[src/sv/fmcem_pkg.sv]
// shared types, constants and envelope helper functions for the fm envelope mixer
package fmcem_pkg;

	localparam int NUM_CHANNELS = 8;
	localparam int CH_W = $clog2(NUM_CHANNELS);
	localparam int LEVEL_W = 26;
	localparam int RATE_W = 14;
	localparam int TARGET_W = 25;
	localparam int FMULT_W = 13;
	localparam logic [FMULT_W-1:0] FMULT_RESET = FMULT_W'(2455);

	// item kinds carried in tuser
	localparam logic [1:0] OP_PORT = 2'd0;
	localparam logic [1:0] OP_RELOAD = 2'd1;
	localparam logic [1:0] OP_RENDER = 2'd2;

	// register indexes
	localparam logic [7:0] REG_KEY = 8'h28;
	localparam logic [3:0] REG_NOTE_HI = 4'ha;
	localparam logic [3:0] REG_ATTACK_HI = 4'h5;
	localparam logic [3:0] REG_RELEASE_HI = 4'h8;

	// envelope phases
	localparam logic [2:0] ENV_IDLE = 3'd0;
	localparam logic [2:0] ENV_ATTACK = 3'd1;
	localparam logic [2:0] ENV_DECAY = 3'd2;
	localparam logic [2:0] ENV_SUSTAIN = 3'd3;
	localparam logic [2:0] ENV_RELEASE = 3'd4;

	// rendered channel walk: 0,1,2,4,5,6
	localparam logic [CH_W-1:0] CH_FIRST = CH_W'(0);
	localparam logic [CH_W-1:0] CH_BEFORE_GAP = CH_W'(2);
	localparam logic [CH_W-1:0] CH_AFTER_GAP = CH_W'(4);
	localparam logic [CH_W-1:0] CH_LAST = CH_W'(6);

	localparam logic [TARGET_W-1:0] ATTACK_TARGET = TARGET_W'(25'h1000000);

	typedef struct packed {
		logic wr;
		logic mul;
		logic reload;
		logic step;
		logic out_load;
		logic [CH_W-1:0] ch;
	} cmd_t;

	typedef struct packed {
		logic need_mul;
		logic out_free;
	} stat_t;

	typedef struct packed {
		logic signed [RATE_W-1:0] rate;
		logic [TARGET_W-1:0] target;
	} env_t;

	// rate code from a five-bit rate field
	function automatic logic [5:0] rate_code(input logic [7:0] r);
		logic [5:0] c;
		c = {1'b0, r[4:0]};
		if (c != 6'd0) c = c + 6'd16;
		return c;
	endfunction

	// rate and target for an envelope phase; idle keeps the old values
	function automatic env_t env_load(input logic [2:0] ph, input logic [7:0] r_atk,
			input logic [7:0] r_dec, input logic [7:0] r_sus, input logic [7:0] r_rel,
			input env_t cur);
		env_t e;
		logic [5:0] rr;
		e = cur;
		rr = {1'b0, r_rel[3:0], 1'b0} + 6'd16;
		case (ph)
			ENV_ATTACK: begin
				e.rate = $signed({1'b0, rate_code(r_atk), 7'b0});
				e.target = ATTACK_TARGET;
			end
			ENV_DECAY: begin
				e.rate = -$signed({3'b0, rate_code(r_dec), 5'b0});
				e.target = '0;
			end
			ENV_SUSTAIN: begin
				e.rate = -$signed({3'b0, rate_code(r_sus), 5'b0});
				e.target = {1'b0, r_rel[7:4], 20'b0};
			end
			ENV_RELEASE: begin
				e.rate = -$signed({3'b0, rr, 5'b0});
				e.target = '0;
			end
			default: e = cur;
		endcase
		return e;
	endfunction

endpackage

[src/sv/fmcem_ctrl.sv]
// controller state machine: sequences port writes, envelope reloads and channel steps
module fmcem_ctrl (
	input  logic clk,
	input  logic arst_n,
	input  logic in_valid,
	input  logic [1:0] in_op,
	output logic in_ready,
	input  fmcem_pkg::stat_t stat,
	output fmcem_pkg::cmd_t cmd
);
	import fmcem_pkg::*;

	localparam logic [2:0] S_IDLE = 3'd0;
	localparam logic [2:0] S_WRITE = 3'd1;
	localparam logic [2:0] S_MUL = 3'd2;
	localparam logic [2:0] S_RELOAD = 3'd3;
	localparam logic [2:0] S_RENDER = 3'd4;
	localparam logic [2:0] S_OUT = 3'd5;

	logic [2:0] state_q, state_d;
	logic [CH_W-1:0] ch_q, ch_d, ch_next;

	assign in_ready = (state_q == S_IDLE);
	assign ch_next = (ch_q == CH_BEFORE_GAP) ? CH_AFTER_GAP : ch_q + CH_W'(1);

	// next state and commands
	always_comb begin
		state_d = state_q;
		ch_d = ch_q;
		cmd = '0;
		cmd.ch = ch_q;
		unique case (state_q)
			S_IDLE: begin
				ch_d = CH_FIRST;
				if (in_valid) begin
					unique case (in_op)
						OP_PORT: state_d = S_WRITE;
						OP_RELOAD: state_d = S_RELOAD;
						OP_RENDER: state_d = S_RENDER;
						default: state_d = S_IDLE;
					endcase
				end
			end
			S_WRITE: begin
				cmd.wr = 1'b1;
				state_d = stat.need_mul ? S_MUL : S_IDLE;
			end
			S_MUL: begin
				cmd.mul = 1'b1;
				state_d = S_IDLE;
			end
			S_RELOAD: begin
				cmd.reload = 1'b1;
				ch_d = ch_next;
				if (ch_q == CH_LAST) state_d = S_IDLE;
			end
			S_RENDER: begin
				cmd.step = 1'b1;
				ch_d = ch_next;
				if (ch_q == CH_LAST) state_d = S_OUT;
			end
			S_OUT: begin
				if (stat.out_free) begin
					cmd.out_load = 1'b1;
					state_d = S_IDLE;
				end
			end
			default: state_d = S_IDLE;
		endcase
	end

	// state registers
	always_ff @(posedge clk or negedge arst_n) begin
		if (!arst_n) begin
			state_q <= S_IDLE;
			ch_q <= CH_FIRST;
		end else begin
			state_q <= state_d;
			ch_q <= ch_d;
		end
	end

endmodule

[config.mk]
export PLATFORM = sky130hd
export DESIGN_NAME = fmcem_ctrl
export DESIGN_NICKNAME = d
export VERILOG_FILES = /design/src/sv/fmcem_pkg.sv /design/src/sv/fmcem_ctrl.sv
export SDC_FILE = /design/constraint.sdc
export NUM_CORES = 1
export LEC_CHECK = 0
export BUFFER_PORTS_ARGS = -buffer_cell sky130_fd_sc_hd__clkbuf_2
export CAP_MARGIN = 25
export CORE_AREA = 2 2 39 41
export CTS_CLUSTER_DIAMETER = 30
export DETAILED_ROUTE_END_ITERATION = 6
export DIE_AREA = 0 0 41 43
export PLACE_DENSITY = 0.56
export SYNTH_ARGS = -nofsm -noshare
export SYNTH_HDL_FRONTEND = slang
export SYNTH_SLANG_ARGS = --single-unit
[constraint.sdc]
create_clock -name clk -period 1.4 [get_ports clk]
set_input_delay 0.21 -clock clk [delete_from_list [all_inputs] [get_ports clk]]
set_output_delay 0.21 -clock clk [all_outputs]
set_load 0.03 [all_outputs]
## After elaboration in Yosys (flattened, before gate mapping)

Cells that the tools add are included.

| word-level totals | value |
|---|---|
| bits in registers | 6 |
| input port bits | 7 |
| output and inout bits | 9 |
| logic and storage cells | 36 |

| cells by class | value |
|---|---|
| add/subtract/negate cells | 1 |
| eq/ne operators | 13 |
| mux-type cells | 15 |
| reduce and logical (&&, ||, !) cells | 5 |

Operator list:

| cell | number |
|---|---|
| two-way mux 3 bit | 5 |
| case mux 3 bit (5 select lines) | 1 |
| equality test 3 x 2 -> 1 bit (second input constant) | 3 |
| equality test 3 bit (second input constant) | 3 |
| case mux 3 bit (3 select lines) | 1 |
| inequality test 2 bit (second input constant) | 4 |
| two-way mux 1 bit | 6 |
| case mux 3 bit (2 select lines) | 1 |
| AND reduction 4 bit | 1 |
| adder 3 x 1 -> 3 bit (second input constant) | 1 |
| equality test 3 x 1 -> 1 bit (second input constant) | 1 |
| logical NOT 3 bit | 1 |
| equality test 2 x 1 -> 1 bit (second input constant) | 1 |
| equality test 2 bit (second input constant) | 1 |
| logical NOT 2 bit | 1 |
| two-way mux 2 bit | 1 |
| nonzero test 2 bit | 1 |
| OR reduction 2 bit | 1 |

## Longest topological paths before layout

| depth | value |
|---|---|
| depth after elaboration | 4 |
| depth in mapped cells | 5 |
| gate-level depth less buffers | 4 |

## Worst setup path before layout

No wires, ideal clock.

| path | value |
|---|---|
| path type | flip-flop to flip-flop |
| from | register state_q[1] |
| to | register state_q[0] |
| setup time | 82 ps |
| arrival time | 1463 ps |
| data required time | 1318 ps |
| slack | -145 ps |
| cell stages (with the launch flop) | 6 |
| buffers on the path | 1 |
| clock period less this slack | 1545 ps |
| path through | dfrtp_1 > or2_1 > buf_2 > nor2_1 > a21oi_1 > o22ai_1 |

| on the way | value |
|---|---|
| cells in the longest elaborated chain, start to end | 3 |
| elaborated cells between the ends (all ways) | 11 |
| those cells by class | 8 x eq/ne; 1 x mux; 2 x reduce/logical |

Ends and longest elaborated chain:

| item | RTL line | RTL |
|---|---|---|
| start: declaration | fmcem_ctrl.sv:20 | `logic [2:0] state_q, state_d;` |
| start signal: assignment | fmcem_ctrl.sv:78 | `state_q <= state_d;` |
| equality test 3 x 2 -> 1 bit (tied with other cells) | fmcem_ctrl.sv:32 | `unique case (state_q)` |
| inequality test 2 bit (no source line) | n/a |  |
| AND reduction 4 bit (no source line) | n/a |  |

Parallel ways exist; a longest one is shown, timed or not.
A chain may end at the register's enable or synchronous reset.

## Worst setup path after layout

| path | value |
|---|---|
| from | register state_q[1] |
| to | output in_ready |

| on the way | value |
|---|---|
| cells in the longest elaborated chain, start to end | 1 |

Ends and longest elaborated chain:

| item | RTL line | RTL |
|---|---|---|
| logical NOT 3 bit | fmcem_ctrl.sv:23 | `assign in_ready = (state_q == S_IDLE);` |
| end: declaration | fmcem_ctrl.sv:7 | `output logic in_ready,` |

No other way between the ends.

==> impl_metrics.toml <==
[run_status]
outcome = "finished with violations"
violations = "negative setup slack"

[route]
routed_wl_um = 1650
ant_nets = 0
wl_met1_um = 708
route.detailed.drc = 0
drt_iter0_drc = 7
route.met2.wl_um = 874
vias = 614
wl_per_cell_um = 14.6
avgViaCountPerCell = 5.43
met3_length_um = 51
firstDrtPassIters = 4
top_layer = "met4"

[clock_network]
cts-root-buf = "clkbuf_4"
clkSlewWorstSetupHoldPaths_ns = 0.05
clk_path_buf_depth = 2
h-tree-depth = 1
cts_tree = "done"
cts_made_buffers = 3
cts_sinks = 6
insertion_delay_ns = 0.24

[worst_setup_path]
worstSetupPathType = "register to output port"
worstSetupStartpointType = "register"
worstPathMaxFanout = 6
rr_worst_depth = 4
end_kind = "output port"
required_ns = 1.19
arrival_ns = 1.23

[finish]
final_nets = 105
num_antenna_cells = 0
final-instance-count-excl-fill = 113
drive_above_1_share_pct = 54.6
syn2layout_area_growth_pct = 78.7

[placement]
placedCellCount = 93
place_ws_ns = 0.0555
io_buffer_count = 15
hpwlAfterDp_um = 880
place.gp.congestion = 0.770

[floorplan]
core_sq_mm = 0.00138
die_x_um = 41
die-area_sq_mm = 0.00176
row_count = 14
start_util_pct = 34.4
pin_count = 16
fp.dieH_um = 43

[yosys]
yosysSeqAreaShare_pct = 31.5
netlist_area_sq_um = 477
ys_types = 27
synth_fp_nets = 70
yosysWarnings = 0
syn_inst = 63
synth-seq-cells = 6
syn_avg_cell_area_sq_um = 7.57

[timing]
worst_slack_ns = -0.0424
finalClockSkew_ns = 0.00657
rsz0062_at_grt = "true"
fin_crit_sh_pct = 103
hold_ws_ns = 0.308
slew_violations = 0
setup_viol = 3
min_period_ns = 1.44
slew_headroom_pct = 80.4
worst-slew-pin-transition_ns = 0.291
finalHoldViolCount = 0
fmax_mhz = 693

[power_and_ir_drop]
switchingPower_mw = 0.983
p_sw_share_pct = 46.4
p_per_area_mw_per_mm2 = 2480
power_leakage_nw = 0.396
power.clock.fraction_pct = 8.3
intPower_mw = 1.13
sequentialPowerShare_pct = 17.0
comb_power_share_pct = 74.7
ir_worst_vdd_mv = 1.02

[grt]
grt_max_degree = 12
grt_pass1_vias = 574
grt_usage_pct = 21.0
antenna_found_initial = 0
grt_remaining_overflow = 0
grt_pass1_wl_um = 2500

[min_path]
worstHoldPathType = "input port to register"
min_path_cells = 3

[job]
maxCapViolations = 0
[metrics by stage]
step           utilization, %  TNS, ns  total power [mW]  area [sq um]
2_1_floorplan               -        0              1.07           493
3_3_place_gp             42.5        0              1.27           588
3_5_place_dp             42.5        0              1.27           588
4_1_cts                  56.3  -0.0756              1.87           779
5_1_grt                  61.6   -0.384              2.24           852
6_report                 61.6  -0.0949              2.12           852
[state kept, by name (all words and copies together) (netlist names)]
signal and cells:
ch_q 3, state_q 3
[worst max-delay path, cell delays in order, from the launching register on]
cell and delay [ns]:
dfrtp_2 0.44, or2_4 0.30, nor2_4 0.12, buf_8 0.13
[layout by cell type (no fill, tap or decap)]
cell | synthesis | layout
nor3_1 | 4 | 2
dfrtp_2 | 0 | 3
nor2b_4 | 0 | 1
clkbuf_1 | 0 | 1
nor2_1 | 7 | 4
o21ai_0 | 1 | 1
buf_8 | 0 | 3
nand2_4 | 0 | 1
nor2_4 | 0 | 3
inv_1 | 4 | 4
dfrtp_1 | 6 | 3
buf_6 | 0 | 5
a31o_1 | 1 | 1
a31oi_1 | 2 | 2
dlygate4sd3_1 | 0 | 1
nor4_1 | 2 | 2
buf_4 | 2 | 17
inv_4 | 0 | 2
nor4_4 | 0 | 1
nand2_1 | 2 | 2
nand3_1 | 1 | 1
nor2b_1 | 4 | 3
nor3b_2 | 0 | 1
a21oi_1 | 7 | 7
o21ai_1 | 2 | 2
or2_4 | 0 | 1
a311o_1 | 1 | 1
clkbuf_4 | 0 | 3
o32a_1 | 2 | 2
nor4bb_1 | 1 | 1
and3_4 | 0 | 1
nand2b_1 | 1 | 1
clkbuf_2 | 0 | 9
nor3_2 | 0 | 2
o22ai_1 | 2 | 2
o221ai_1 | 1 | 1
[power by group through the flow]
stage          Combinational, mW  Sequential [mW]  Clock [mW]
3_5_place_dp               0.910            0.360           0
6_report                    1.58            0.359       0.175
2_1_floorplan              0.700            0.368           0
3_3_place_gp               0.914            0.358           0
4_1_cts                     1.35            0.341       0.185
5_1_grt                     1.68            0.372       0.194
[cell families after synthesis]
family	Yosys count	synth area share, %
flip-flops	6	31.5
buffers and inverters	11	11.0
AO/OA/AOI/OAI	19	25.7
AND/OR/NAND/NOR	27	31.8
[worst paths after layout]
kind,from,to,slack (ns)
max,state_q[1]$_DFFE_PN0P_,in_ready,-0.04
min,in_op[1],state_q[2]$_DFFE_PN0P_,0.31
max reg2reg,state_q[1]$_DFFE_PN0P_,state_q[0]$_DFFE_PN0P_,0.02
min reg2reg,state_q[1]$_DFFE_PN0P_,state_q[1]$_DFFE_PN0P_,0.66
max in group asynchronous,arst_n,state_q[0]$_DFFE_PN0P_,0.89
min in group asynchronous,arst_n,ch_q[1]$_DFFE_PN0P_,0.32
[what timing repair did]
item | in CTS | in global routing
gates resized for setup | 19 | 16
endpoints found under the setup margin | 6 | 11
pin swaps | 1 | 5
hold buffers | 1 | 0
endpoints found under the hold margin | 6 | 0
buffers inserted | 12 | 3
[routing by layer]
metal / vias up / GRT usage (%)
met5: - / 0
met3: 4 / 2.62
li1: 294 / -
met1: 303 / 27.2
met2: 13 / 31.6
met4: 0 / 12.7
[final cells by class]
cell class / count / area [sq um]
Clock buffer: 4 / 26.3
Timing Repair Buffer: 35 / 284
Inverter: 6 / 27.5
Fill cell: 133 / 532
Multi-Input combinational cell: 46 / 340
Tap cell: 16 / 20.0
Sequential cell: 6 / 154
[cell usage after synthesis (all sizes together)]
master	number	area, sq um
a311o	1	10.0
a31oi	2	12.5
and3	1	6.26
o21ai	3	15.0
nor3b	1	7.51
inv	6	22.5
nor2	7	26.3
nor4	3	25.0
o221ai	1	8.76
buf	5	30.0
o32a	2	20.0
a31o	1	8.76
dfrtp	6	150
nor3	4	20.0
a21oi	7	35.0
nor4bb	1	10.0
o22ai	2	12.5
nand2b	1	6.26
or2	1	6.26
nand2	3	13.8
nor2b	4	25.0
nand3	1	5.00
No activity file was read; power rests on OpenSTA's default activity.
